`config.mk`:
```
export PLATFORM = sky130hd
export DESIGN_NAME = urc_back
export DESIGN_NICKNAME = d
export VERILOG_FILES = /design/src/sv/urc_pkg.sv /design/src/sv/urc_back.sv
export SDC_FILE = /design/constraint.sdc
export NUM_CORES = 1
export LEC_CHECK = 0
export ABC_AREA = 1
export BUFFER_PORTS_ARGS = -buffer_cell sky130_fd_sc_hd__clkbuf_2
export CAP_MARGIN = 0
export CORE_ASPECT_RATIO = 1.25
export CORE_MARGIN = 2
export CORE_UTILIZATION = 58
export CTS_BUF_LIST = sky130_fd_sc_hd__clkbuf_16
export CTS_CLUSTER_DIAMETER = 100
export DETAILED_ROUTE_END_ITERATION = 10
export PLACE_DENSITY = 0.88
export SLEW_MARGIN = 25
export SYNTH_ARGS = -nofsm -noshare
export SYNTH_HDL_FRONTEND = slang
export SYNTH_SLANG_ARGS = --single-unit
```
`constraint.sdc`:
```
create_clock -name clk -period 14.7 [get_ports clk]
set_input_delay 2.94 -clock clk [delete_from_list [all_inputs] [get_ports clk]]
set_output_delay 2.94 -clock clk [all_outputs]
set_load 0.03 [all_outputs]
```
`src/sv/urc_pkg.sv`:
```
package urc_pkg;

    localparam int MAX_FRAME_BYTES_DEF = 1024;
    localparam int QUEUE_DEPTH         = 4;
    localparam int HEADER_BYTES        = 8;

    localparam logic [31:0] LOCAL_ADDRESS_RST = 32'h0000_0000;
    localparam logic [15:0] SERVICE_PORT_RST  = 16'd53;
    localparam logic [15:0] PROTOCOL_WORD     = 16'h0011;

    // configuration register indexes
    localparam logic REG_LOCAL_ADDRESS = 1'b0;
    localparam logic REG_SERVICE_PORT  = 1'b1;

    typedef enum logic [2:0] {
        VERDICT_SERVICE  = 3'd0,
        VERDICT_OTHER    = 3'd1,
        VERDICT_SHORT    = 3'd2,
        VERDICT_LENGTH   = 3'd3,
        VERDICT_CHECKSUM = 3'd4,
        VERDICT_OVERSIZE = 3'd5
    } urc_verdict_t;

    // everything the back end needs about one finished frame
    typedef struct packed {
        logic        oversize;
        logic        short_frame;
        logic        len_over;
        logic [31:0] sum;
        logic [7:0]  held;
        logic [15:0] src;
        logic [15:0] dst;
        logic [15:0] len;
        logic [15:0] csum;
        logic [31:0] sender;
    } urc_summary_t;

    typedef struct packed {
        logic oversize;
        logic too_short;
        logic len_over;
        logic csum_zero;
        logic dst_match;
    } urc_flags_t;

endpackage

```
`src/sv/urc_back.sv`:
```
module urc_back (
    input  logic                  clk,
    input  logic                  rst_n,
    input  logic                  q_valid,
    input  urc_pkg::urc_summary_t q_head,
    output logic                  q_pop,
    input  logic [31:0]           local_address,
    input  logic [15:0]           service_port,
    output logic                  out_valid,
    input  logic                  out_ready,
    output logic [2:0]            verdict,
    output logic [15:0]           source_port,
    output logic [15:0]           destination_port,
    output logic [9:0]            payload_length
);

    logic                 adv;

    logic                 s1_valid_reg;
    urc_pkg::urc_flags_t  s1_flags_reg;
    logic [33:0]          s1_a_reg;
    logic [18:0]          s1_b_reg;
    logic [15:0]          s1_src_reg, s1_dst_reg;
    logic [9:0]           s1_pay_reg;

    logic                 s2_valid_reg;
    urc_pkg::urc_flags_t  s2_flags_reg;
    logic [34:0]          s2_total_reg;
    logic [15:0]          s2_src_reg, s2_dst_reg;
    logic [9:0]           s2_pay_reg;

    logic                 s3_valid_reg;
    urc_pkg::urc_flags_t  s3_flags_reg;
    logic [17:0]          s3_fold_reg;
    logic [15:0]          s3_src_reg, s3_dst_reg;
    logic [9:0]           s3_pay_reg;

    logic                 out_valid_reg;
    urc_pkg::urc_verdict_t verdict_reg, verdict_next;
    logic [15:0]          src_reg, dst_reg;
    logic [9:0]           pay_reg, pay_next;

    urc_pkg::urc_flags_t  flags_in;
    logic [33:0]          a_in;
    logic [18:0]          b_in;
    logic [15:0]          pad;
    logic [16:0]          fold2;
    logic                 good;

    // whole pipeline moves together; hold everything while the output waits
    assign adv   = !out_valid_reg || out_ready;
    assign q_pop = adv;

    always_comb
    begin
        flags_in.oversize  = q_head.oversize;
        flags_in.too_short = q_head.short_frame ||
                             (q_head.len < 16'(urc_pkg::HEADER_BYTES));
        flags_in.len_over  = q_head.len_over;
        flags_in.csum_zero = q_head.csum == 16'h0000;
        flags_in.dst_match = q_head.dst == service_port;
        pad  = q_head.len[0] ? {q_head.held, 8'h00} : 16'h0000;
        a_in = 34'(q_head.sum) + 34'(pad) + 34'(q_head.len);
        b_in = 19'(q_head.sender[31:16]) + 19'(q_head.sender[15:0]) +
               19'(local_address[31:16]) + 19'(local_address[15:0]) +
               19'(urc_pkg::PROTOCOL_WORD);
    end

    always_comb
    begin
        // fold a nonzero value below 0x10003 is zero mod 0xFFFF only at 0xFFFF
        fold2    = 17'(s3_fold_reg[15:0]) + 17'(s3_fold_reg[17:16]);
        good     = fold2 == 17'h0FFFF;
        pay_next = '0;
        priority if (s3_flags_reg.oversize)
            verdict_next = urc_pkg::VERDICT_OVERSIZE;
        else if (s3_flags_reg.too_short)
            verdict_next = urc_pkg::VERDICT_SHORT;
        else if (s3_flags_reg.len_over)
            verdict_next = urc_pkg::VERDICT_LENGTH;
        else if (!s3_flags_reg.csum_zero && !good)
            verdict_next = urc_pkg::VERDICT_CHECKSUM;
        else
        begin
            verdict_next = s3_flags_reg.dst_match ? urc_pkg::VERDICT_SERVICE
                                                  : urc_pkg::VERDICT_OTHER;
            pay_next     = s3_pay_reg;
        end
    end

    always_ff @(posedge clk or negedge rst_n)
    begin
        if (!rst_n)
        begin
            s1_valid_reg  <= 1'b0;
            s2_valid_reg  <= 1'b0;
            s3_valid_reg  <= 1'b0;
            out_valid_reg <= 1'b0;
        end
        else if (adv)
        begin
            s1_valid_reg  <= q_valid;
            s2_valid_reg  <= s1_valid_reg;
            s3_valid_reg  <= s2_valid_reg;
            out_valid_reg <= s3_valid_reg;
        end
    end

    always_ff @(posedge clk)
    begin
        if (adv)
        begin
            s1_flags_reg <= flags_in;
            s1_a_reg     <= a_in;
            s1_b_reg     <= b_in;
            s1_src_reg   <= q_head.src;
            s1_dst_reg   <= q_head.dst;
            s1_pay_reg   <= 10'(q_head.len - 16'(urc_pkg::HEADER_BYTES));

            s2_flags_reg <= s1_flags_reg;
            s2_total_reg <= 35'(s1_a_reg) + 35'(s1_b_reg);
            s2_src_reg   <= s1_src_reg;
            s2_dst_reg   <= s1_dst_reg;
            s2_pay_reg   <= s1_pay_reg;

            s3_flags_reg <= s2_flags_reg;
            s3_fold_reg  <= 18'(s2_total_reg[15:0]) + 18'(s2_total_reg[31:16]) +
                            18'(s2_total_reg[34:32]);
            s3_src_reg   <= s2_src_reg;
            s3_dst_reg   <= s2_dst_reg;
            s3_pay_reg   <= s2_pay_reg;

            verdict_reg  <= verdict_next;
            src_reg      <= s3_src_reg;
            dst_reg      <= s3_dst_reg;
            pay_reg      <= pay_next;
        end
    end

    assign out_valid        = out_valid_reg;
    assign verdict          = verdict_reg;
    assign source_port      = src_reg;
    assign destination_port = dst_reg;
    assign payload_length   = pay_reg;

`ifndef ASSERT_OFF
    a_reject_no_payload: assert property (@(posedge clk) disable iff (!rst_n)
        (out_valid_reg && verdict_reg != urc_pkg::VERDICT_SERVICE &&
         verdict_reg != urc_pkg::VERDICT_OTHER) |-> (pay_reg == '0))
        else $error("rejected frame reports a payload length");
    a_oversize_wins: assert property (@(posedge clk) disable iff (!rst_n)
        (adv && s3_valid_reg && s3_flags_reg.oversize) |=>
        (verdict_reg == urc_pkg::VERDICT_OVERSIZE))
        else $error("oversize frame given a lower verdict");
`endif

endmodule
```
==> flow_metrics.tcl, run 1 <==
set metrics [dict create \
    hpwl_um 24160 \
    timing.max_cap.violations 0 \
    htreeDepth 1 \
    holdPathStages 0 \
    cts_resized 0 \
    place.gp.congestion 0.9082 \
    dieArea_um2 27730 \
    antenna_found_initial 0 \
    grt_overflow_total 0 \
    drtAntennaViolNets 0 \
    drv_slew 0 \
    tightestPinTransition_ps 929.6 \
    p_per_area_nw_per_um2 199.0 \
    cp_data_arrival_time_ps 3830 \
    fin_crit_sh_pct 46.06 \
    cp_top_family "buffers and inverters" \
    leakage_nw 8.153 \
    cp_num_buf_inv 3 \
    maxSlewHeadroom_pct 38.03 \
    numPortBuffers 237 \
    clk-insertion-delay-late_ps 550 \
    ys_seq_elements 294 \
    antenna_cells 0 \
    largest_reg_flops 34 \
    root_buffer "clkbuf_16" \
    syn_to_final_growth_pct 15.92 \
    synthCells 1295 \
    grtUsageTotal_pct 22.43 \
    finalSetupViolations 0 \
    worstHoldStart "s2_dst_reg[14]" \
    finalHoldViolCount 0 \
    coreArea_um2 26010 \
    drive_above_1_share_pct 19.30 \
    worst_r2r_endpoint "s2_total_reg[31]" \
    status "finished, final reports clean" \
    regArea_um2 8808 \
    crit_path_start_kind "primary input" \
    die_x_um 149.3 \
    wl_um 31130 \
    worst_r2r_path_depth 3 \
    grt_max_degree 93 \
    cpPeakStageDelay_ps 420 \
    peakVddDrop_uv 89.83 \
    die_y_um 185.7 \
    final.setup.tns_ps 0 \
    grt_pass1_vias 10168 \
    r2r_slack_ps 11850 \
    syn_area_per_cell_um2 11.83 \
    grt_pass1_wl_um 48060 \
    period_minus_slack_ps 6771 \
    min_path_type "reg2reg" \
    io_pins 238 \
    min_to "s3_dst_reg[14]" \
    first_iter_violations 647 \
    cts-buffers-inserted 26 \
    final_net_count 1906 \
    critPathSlowestCell "nand2_4" \
    start_util_pct 58.87 \
    routedWlPerCell_um 16.21 \
    critPathCaptureType "output port" \
    row_count 66 \
    cts_tree "built" \
    power.total_mw 3.532 \
    synth_warnings 0 \
    rsz0062_at_grt "no" \
    viasPerCell 5.281 \
    crit_chain "clkbuf_2 -> inv_1 -> nand2_4 -> clkbuf_2" \
    required_ps 11760 \
    cts_setup_buffers 0 \
    clock-sinks 294 \
    critical_path_class "in2out" \
    crit_top_cell "clkbuf_2" \
    drc 0 \
    yosysSeqAreaShare_pct 57.52 \
    multiInputGateArea_um2 5717 \
    fillers 1823 \
    clk_path_buf_depth 3 \
    critPathMaxFanout 43 \
    clock_skew_ps 20.02 \
    syn-num-nets 1641 \
    hold_buffers 0 \
    firstDrtPassIters 7 \
    fmax_mhz 147.7 \
    via_count 10139 \
    netlist_area_um2 15310 \
    cts.clk_slew.worst_paths_ps 70 \
    yosysUniqueCellTypes 44 \
    rr_startpoint "out_valid" \
]
-- stage by stage --
step,std cells,cell area [um2],utilization (%),setup slack (ps),hold WS (ps)
after floorplan,1295,15310,-,2426,400.3
after global placement,1872,16930,65.09,7937,400.3
after detailed placement,1872,16930,65.09,7921,404.5
after CTS,1920,17740,68.21,7916,412.9
after global routing,1920,17750,68.24,7853,417.3
final,1920,17750,68.24,7929,413.9
-- worst max path at each step --
stage | slack [ps] | cells after the start | start | endpoint
finish | 7930 | 4 | out_ready | q_pop
global route | 7850 | 4 | out_ready | q_pop
CTS | 7920 | 4 | out_ready | q_pop
detailed placement | 7920 | 4 | out_ready | q_pop
global placement | 7940 | 4 | out_ready | q_pop
floorplan | 2430 | 2 | out_ready | q_pop
-- cell families after synthesis --
family	share of synthesized area, %
compound gates	5.662
fa+ha+maj	14.87
xor+xnor	5.662
flops	57.52
buf+inv	5.196
simple gates	10.94
mux	0.1471
-- cell usage in the layout (no fill, tap or decap), types with 3 or more instances in the layout --
cell type,count
nor2_1,78
nor4_1,8
o21bai_1,4
clkbuf_2,237
o21ai_2,6
a21o_1,10
inv_1,207
nand3b_1,4
o21ai_0,34
ha_1,110
nand3_1,43
nand2_1,201
a21boi_0,3
nand4_1,18
edfxtp_1,290
xor2_1,57
nor3_1,17
clkinv_1,10
nor2_2,4
clkbuf_16,26
a21oi_1,74
dfrtp_1,4
clkinv_2,5
nand2_2,3
a31oi_1,5
fa_1,45
xnor2_1,42
-- metal layers --
layer	vias up	share of wire (%)	wire length (um)	track usage, %
li1	4954	-	-	-
met1	4761	35	10890	22.71
met2	354	56	17480	45.71
met3	70	5.1	1589	2.843
met4	0	3.8	1175	8.762
met5	-	0	0	0
-- power by group --
group / switching [mW] / total, mW / internal (mW)
Sequential: 0.122 / 1.49 / 1.37
Clock: 0.292 / 0.636 / 0.344
Combinational: 0.899 / 1.40 / 0.504
-- synth_stat cells (all sizes together) --
cell,n,area (um2)
o21ai,42,232.7
mux2,2,22.52
nand2,205,777.0
nor4,8,50.05
a21oi,75,379.1
clkbuf,1,3.750
a31oi,5,31.28
nor2,82,317.8
o211ai,1,7.510
edfxtp,290,8708
nand3,46,252.8
a221oi,2,17.52
a31o,2,17.52
nor3b,1,7.510
nand4,19,125.1
a32oi,1,8.760
buf,2,18.77
ha,110,1376
o21bai,4,30.03
o31ai,1,7.510
nor3,17,85.08
a21o,10,75.07
nand3b,4,30.03
a21boi,6,52.55
xnor2,42,367.9
inv,206,773.2
xor2,57,499.2
or2,1,6.260
o21a,1,7.510
dfrtp,4,100.1
fa,45,900.9
and2,3,23.78
-- area by class of cell --
cell class / count / area share (%)
Clock buffer: 26 / 3.665
Multi-Input combinational cell: 792 / 32.21
Clock inverter: 22 / 0.9022
Inverter: 206 / 4.356
Timing Repair Buffer: 240 / 6.851
Sequential cell: 294 / 49.62
Tap cell: 340 / 2.397
Note: power is estimated with default switching activity, not from simulation.
==> run 2, diff against run 1 <==
--- a/config.mk
+++ b/config.mk
@@ -10,11 +10,11 @@
 export CAP_MARGIN = 0
 export CORE_ASPECT_RATIO = 1.25
 export CORE_MARGIN = 2
-export CORE_UTILIZATION = 58
+export CORE_UTILIZATION = 52
 export CTS_BUF_LIST = sky130_fd_sc_hd__clkbuf_16
 export CTS_CLUSTER_DIAMETER = 100
 export DETAILED_ROUTE_END_ITERATION = 10
-export PLACE_DENSITY = 0.88
+export PLACE_DENSITY = 0.84
 export SLEW_MARGIN = 25
 export SYNTH_ARGS = -nofsm -noshare
 export SYNTH_HDL_FRONTEND = slang
==> constraint.sdc (replaced) <==
create_clock -name clk -period 5.6 [get_ports clk]
set_input_delay 1.12 -clock clk [delete_from_list [all_inputs] [get_ports clk]]
set_output_delay 1.12 -clock clk [all_outputs]
set_load 0.03 [all_outputs]
==> run 2 against run 1 <==
  * Final area is 0.50% higher
  * Sequential share of layout area fell by 0.25 points
  * Global-route usage decreased by 3.1 points
  * Power rose to 2.6 times the previous value
  * Clock-buffer cell count rose by 1
==> flow_metrics.tcl, run 2 (same netlist as run 1, synthesis figures left out) <==
set metrics [dict create \
    place_area_um2 17010 \
    first_iter_violations 485 \
    start_util_pct 52.51 \
    rr_startpoint "s2_total_reg[1]" \
    tightestPinTransition_ps 914.3 \
    io_pins 238 \
    final_common_cell "edfxtp_1" \
    critPathMaxFanout 4 \
    final_area_um2 17840 \
    clk_path_buf_depth 3 \
    worst_r2r_endpoint "s3_fold_reg[15]" \
    r2r_slack_ps 2890 \
    clk-insertion-delay-late_ps 540 \
    firstDrtPassIters 5 \
    die_x_um 157.5 \
    hpwl_um 23500 \
    final_cells 1973 \
    cts-buffers-inserted 27 \
    cp_top_family "adder cells" \
    clock_skew_ps 9.500 \
    syn_to_final_growth_pct 16.50 \
    cp_num_buf_inv 4 \
    wl_um 29810 \
    power.switching_mw 3.406 \
    finalSetupViolations 0 \
    cp_data_arrival_time_ps 4160 \
    row_count 70 \
    grt_pass1_wl_um 47350 \
    root_buffer "clkbuf_16" \
    dieArea_um2 30850 \
    grt_overflow_total 0 \
    required_ps 5890 \
    startpoint "q_head[1]" \
    power.total_mw 9.295 \
    cpPeakStageDelay_ps 530 \
    sw_frac_of_total_pct 36.64 \
    coreArea_um2 29170 \
    drv_slew 0 \
    critPathCaptureType "flip-flop" \
    hold_buffers 0 \
    timing.max_cap.violations 0 \
    grt_pass1_vias 10295 \
    drive_above_1_share_pct 18.96 \
    fmax_mhz 258.5 \
    numPortBuffers 237 \
    peakVddDrop_uv 334.7 \
    finalHoldViolCount 0 \
    drtAntennaViolNets 0 \
    p_seq_share_pct 42.1 \
    cts_setup_buffers 0 \
    fin_crit_sh_pct 69.08 \
    min_path_type "in2async" \
    critPathSlowestCell "fa_1" \
    leakage_nw 8.188 \
    drc 0 \
    critical_path_class "in2reg" \
    worst_r2r_path_depth 12 \
    cts_tree "built" \
    cts.clk_slew.worst_paths_ps 60 \
    pwr-share-clk_pct 18.5 \
    routedWlPerCell_um 15.11 \
    p_per_area_nw_per_um2 521.0 \
    grt_max_degree 175 \
    final.setup.tns_ps 0 \
    largest_reg_flops 34 \
    grtUsageTotal_pct 19.36 \
    cts_resized 0 \
    dp_cells 1926 \
    clock-sinks 294 \
    die_y_um 195.9 \
    place.gp.congestion 0.8781 \
    maxSlewHeadroom_pct 39.05 \
    crit_chain "clkbuf_2 -> inv_1 -> fa_1 -> inv_1 -> fa_1 -> ha_1 -> ha_1 -> inv_1 -> fa_1 -> o21ai_0 -> a21oi_1 -> o21ai_2 -> nand3_1 -> nand2_1 -> xor2_1" \
    via_count 10093 \
    htreeDepth 1 \
    final_net_count 1905 \
    share_comb_of_total_power_pct 39.4 \
    mostFrequentLayoutCells "edfxtp_1, clkbuf_2, inv_1" \
    rsz0062_at_grt "no" \
    antenna_cells 0 \
    period_minus_slack_ps 3869 \
    status "finished, final reports clean" \
    antenna_found_initial 0 \
    crit_path_start_kind "primary input" \
    internal_power_mw 5.889 \
    viasPerCell 5.116 \
]
[run 2: worst reg2reg max path, delay by kind of cell (launching register included)]
family	cells	cell delay, ps
buffers and inverters	2	170
flip-flops	1	460
AND/OR/NAND/NOR	6	660
adder cells (fa/ha/maj)	3	1120
XOR/XNOR	1	70
[run 2: power by group through the flow]
stage | combinational (mW) | sequential [mW] | clock [mW]
2_1_floorplan | 2.53 | 4.12 | 0
3_3_place_gp | 3.54 | 3.92 | 0
3_5_place_dp | 3.64 | 3.97 | 0
4_1_cts | 3.69 | 3.93 | 1.76
5_1_grt | 4.14 | 3.99 | 1.83
6_report | 3.66 | 3.91 | 1.72
[run 2: stage by stage]
| stage | hold WS (ps) | setup WS [ps] | util (%) |
|---|---|---|---|
| detailed placement | 404.5 | 1175 | 58.32 |
| global placement | 400.5 | 1217 | 58.32 |
| CTS | 358.9 | 1736 | 61.17 |
| floorplan | 400.3 | 1277 | - |
| finish | 376.5 | 1731 | 61.17 |
| global route | 357.0 | 1429 | 61.17 |
[run 2: how the worst max path moves through the flow]
stage              endpoint  cells after the start
4_1_cts        s1_b_reg[11]                     15
5_1_grt        s1_b_reg[17]                     15
6_report       s1_b_reg[17]                     15
2_1_floorplan         q_pop                      2
3_3_place_gp   s1_b_reg[13]                     14
3_5_place_dp   s1_b_reg[11]                     15
[run 2: cell type report]
type,instances,area (um2)
clock buffers,27,675.6
fillers,2293,11330
flip-flops and latches,294,8808
clock inverters,20,155.1
repair buffers,238,1206
multi-input cells,792,5725
inverters,206,773.2
well taps,396,495.5
[run 2: metal layers]
metal / share of wire [%] / GRT usage (%) / up-vias
met5: 0 / 0 / -
li1: - / - / 4947
met4: 3.1 / 6.532 / 0
met1: 36 / 20.37 / 4718
met2: 55 / 38.54 / 357
met3: 5.6 / 2.695 / 71
==> run 3, diff against run 2 <==
--- a/config.mk
+++ b/config.mk
@@ -10,11 +10,11 @@
 export CAP_MARGIN = 0
 export CORE_ASPECT_RATIO = 1.25
 export CORE_MARGIN = 2
-export CORE_UTILIZATION = 52
+export CORE_UTILIZATION = 58
 export CTS_BUF_LIST = sky130_fd_sc_hd__clkbuf_16
 export CTS_CLUSTER_DIAMETER = 100
 export DETAILED_ROUTE_END_ITERATION = 10
-export PLACE_DENSITY = 0.84
+export PLACE_DENSITY = 0.88
 export SLEW_MARGIN = 25
 export SYNTH_ARGS = -nofsm -noshare
 export SYNTH_HDL_FRONTEND = slang
==> constraint.sdc (replaced) <==
create_clock -name clk -period 3.7 [get_ports clk]
set_input_delay 0.74 -clock clk [delete_from_list [all_inputs] [get_ports clk]]
set_output_delay 0.74 -clock clk [all_outputs]
set_load 0.03 [all_outputs]
==> run 3 against run 2 <==
  * Power rose by 54%
  * Core utilization rose by 7.9 points
  * Global-route usage rose by 4.1 points
  * Via count rose by 2.2%
  * Non-clock buffer count rose by 26
  * Sequential cell count did not move
==> flow_metrics.tcl, run 3 (same netlist as run 1, synthesis figures left out) <==
set metrics [dict create \
    finalSetupViolations 0 \
    worst_r2r_path_depth 11 \
    start_util_pct 58.87 \
    p_per_area_nw_per_um2 799.2 \
    cts_setup_buffers 0 \
    fin_crit_sh_pct 92.93 \
    htreeDepth 1 \
    power.switching_mw 5.321 \
    clk_path_buf_depth 3 \
    required_ps 4070 \
    wl_um 31930 \
    finalHoldViolCount 0 \
    grt_overflow_total 0 \
    leakage_nw 8.286 \
    clock_skew_ps 19.56 \
    status "finished, final reports clean" \
    tightestPinTransition_ps 843.9 \
    gr-usage-met1_pct 24.48 \
    power.total_mw 14.36 \
    rsz0062_at_grt "no" \
    final_net_count 1930 \
    die_y_um 185.7 \
    timing.max_cap.violations 0 \
    min_path_type "in2reg" \
    worst_r2r_endpoint "s3_fold_reg[11]" \
    syn_to_final_growth_pct 17.31 \
    first_iter_violations 603 \
    hpwl_um 24550 \
    drc 0 \
    cts.clk_slew.worst_paths_ps 70 \
    internal_power_mw 9.037 \
    multiInputGateArea_um2 5725 \
    dieArea_um2 27730 \
    final_common_cell "edfxtp_1" \
    critical_path_class "in2reg" \
    die_x_um 149.3 \
    clock-sinks 294 \
    row_count 66 \
    antenna_found_initial 1 \
    root_buffer "clkbuf_16" \
    sw_frac_of_total_pct 37.06 \
    mostFrequentLayoutCells "edfxtp_1, clkbuf_2, inv_1" \
    startpoint "q_head[3]" \
    critPathCaptureType "flip-flop" \
    grtUsageTotal_pct 23.42 \
    routedWlPerCell_um 16.42 \
    cts_resized 0 \
    drv_slew 0 \
    regArea_um2 8808 \
    coreArea_um2 26010 \
    p_seq_share_pct 41.3 \
    period_minus_slack_ps 3438 \
    share_comb_of_total_power_pct 40.7 \
    largest_reg_flops 34 \
    fmax_mhz 290.8 \
    place.gp.congestion 0.9393 \
    viasPerCell 5.301 \
    met3_usage_pct 2.721 \
    via_count 10311 \
    critPathMaxFanout 4 \
    io_pins 238 \
    grt_max_degree 170 \
    cts_tree "built" \
    cp_data_arrival_time_ps 3810 \
    hold_buffers 1 \
    drtAntennaViolNets 0 \
    rr_startpoint "s2_total_reg[1]" \
    firstDrtPassIters 5 \
    clk-insertion-delay-late_ps 550 \
    peakVddDrop_uv 439.8 \
    use_met2_pct 46.05 \
    numPortBuffers 237 \
    pwr-share-clk_pct 18.0 \
    fillers 1777 \
    grt.busiest_layer "met2" \
    drive_above_1_share_pct 20.32 \
    grt_pass1_wl_um 50660 \
    crit_path_start_kind "primary input" \
    maxSlewHeadroom_pct 43.74 \
    r2r_slack_ps 940 \
    hold_slack_ps 362.2 \
    grt_pass1_vias 10694 \
    cts-buffers-inserted 26 \
    cp-endpoint "s1_b_reg[18]" \
]
==> run 3: changes by cell type in the layout (fill, tap and decap cells not counted), sizes merged <==
cell         previous run  this run
clkinvlp                0         1
diode                   0         1
buf                     1        26
dlygate4sd3             0         1
clkbuf                264       263
inv                   218       211
clkinv                  6        14
==> run 3: critical path, cell delays in order <==
cell and delay [ps]:
clkbuf_2 70, inv_1 40, fa_1 520, inv_1 50, fa_1 410, fa_1 450
ha_1 370, nand2_1 70, inv_1 50, a21oi_1 60, buf_4 140, o21ai_0 370
nand2_1 110, nand2_1 110, nand2_1 50, a21boi_0 190
==> run 3: stage by stage <==
stage / std cells / TNS [ps] / cell area [um2] / setup WS (ps) / util, %
3_5_place_dp: 1895 / -1290 / 17130 / -228.4 / 65.84
6_report: 1945 / 0 / 17960 / 261.6 / 69.06
3_3_place_gp: 1895 / -459.4 / 17130 / -104.4 / 65.84
2_1_floorplan: 1295 / 0 / 15320 / 55.84 / -
4_1_cts: 1944 / 0 / 17960 / 320.9 / 69.05
5_1_grt: 1944 / 0 / 17960 / 129.3 / 69.05
==> run 3: cell type report <==
type | count | share of cell area, %
Sequential cell | 294 | 49.03
Multi-Input combinational cell | 792 | 31.87
Timing Repair Buffer | 264 | 7.814
Inverter | 206 | 4.304
Clock buffer | 26 | 3.622
Tap cell | 340 | 2.368
Clock inverter | 22 | 0.9751
Antenna cell | 1 | 0.01393
==> run 3: power groups by stage <==
stage	clock network [mW]	logic [mW]	registers (mW)
floorplan	0	3.83	6.23
global placement	0	5.52	5.91
detailed placement	0	5.75	6.00
CTS	2.63	5.84	5.95
global route	2.75	6.57	6.04
finish	2.59	5.84	5.93
==> run 3: how the worst min path moves through the flow <==
stage	from	to	slack (ps)	cells past startpoint
after floorplan	s3_dst_reg[0]	destination_port[0]	400	0
after global placement	s1_src_reg[1]	s2_src_reg[1]	400	0
after detailed placement	s1_dst_reg[12]	s2_dst_reg[12]	400	0
after CTS	q_head[86]	s1_src_reg[6]	340	1
after global routing	q_head[91]	s1_src_reg[11]	340	1
final	q_head[82]	s1_src_reg[2]	360	1
==> run 3: per-layer routing <==
layer	part of all wire [%]	vias to the layer above
met5	0	-
met4	4.7	0
met3	4.6	92
met2	55	368
met1	36	4853
li1	-	4998
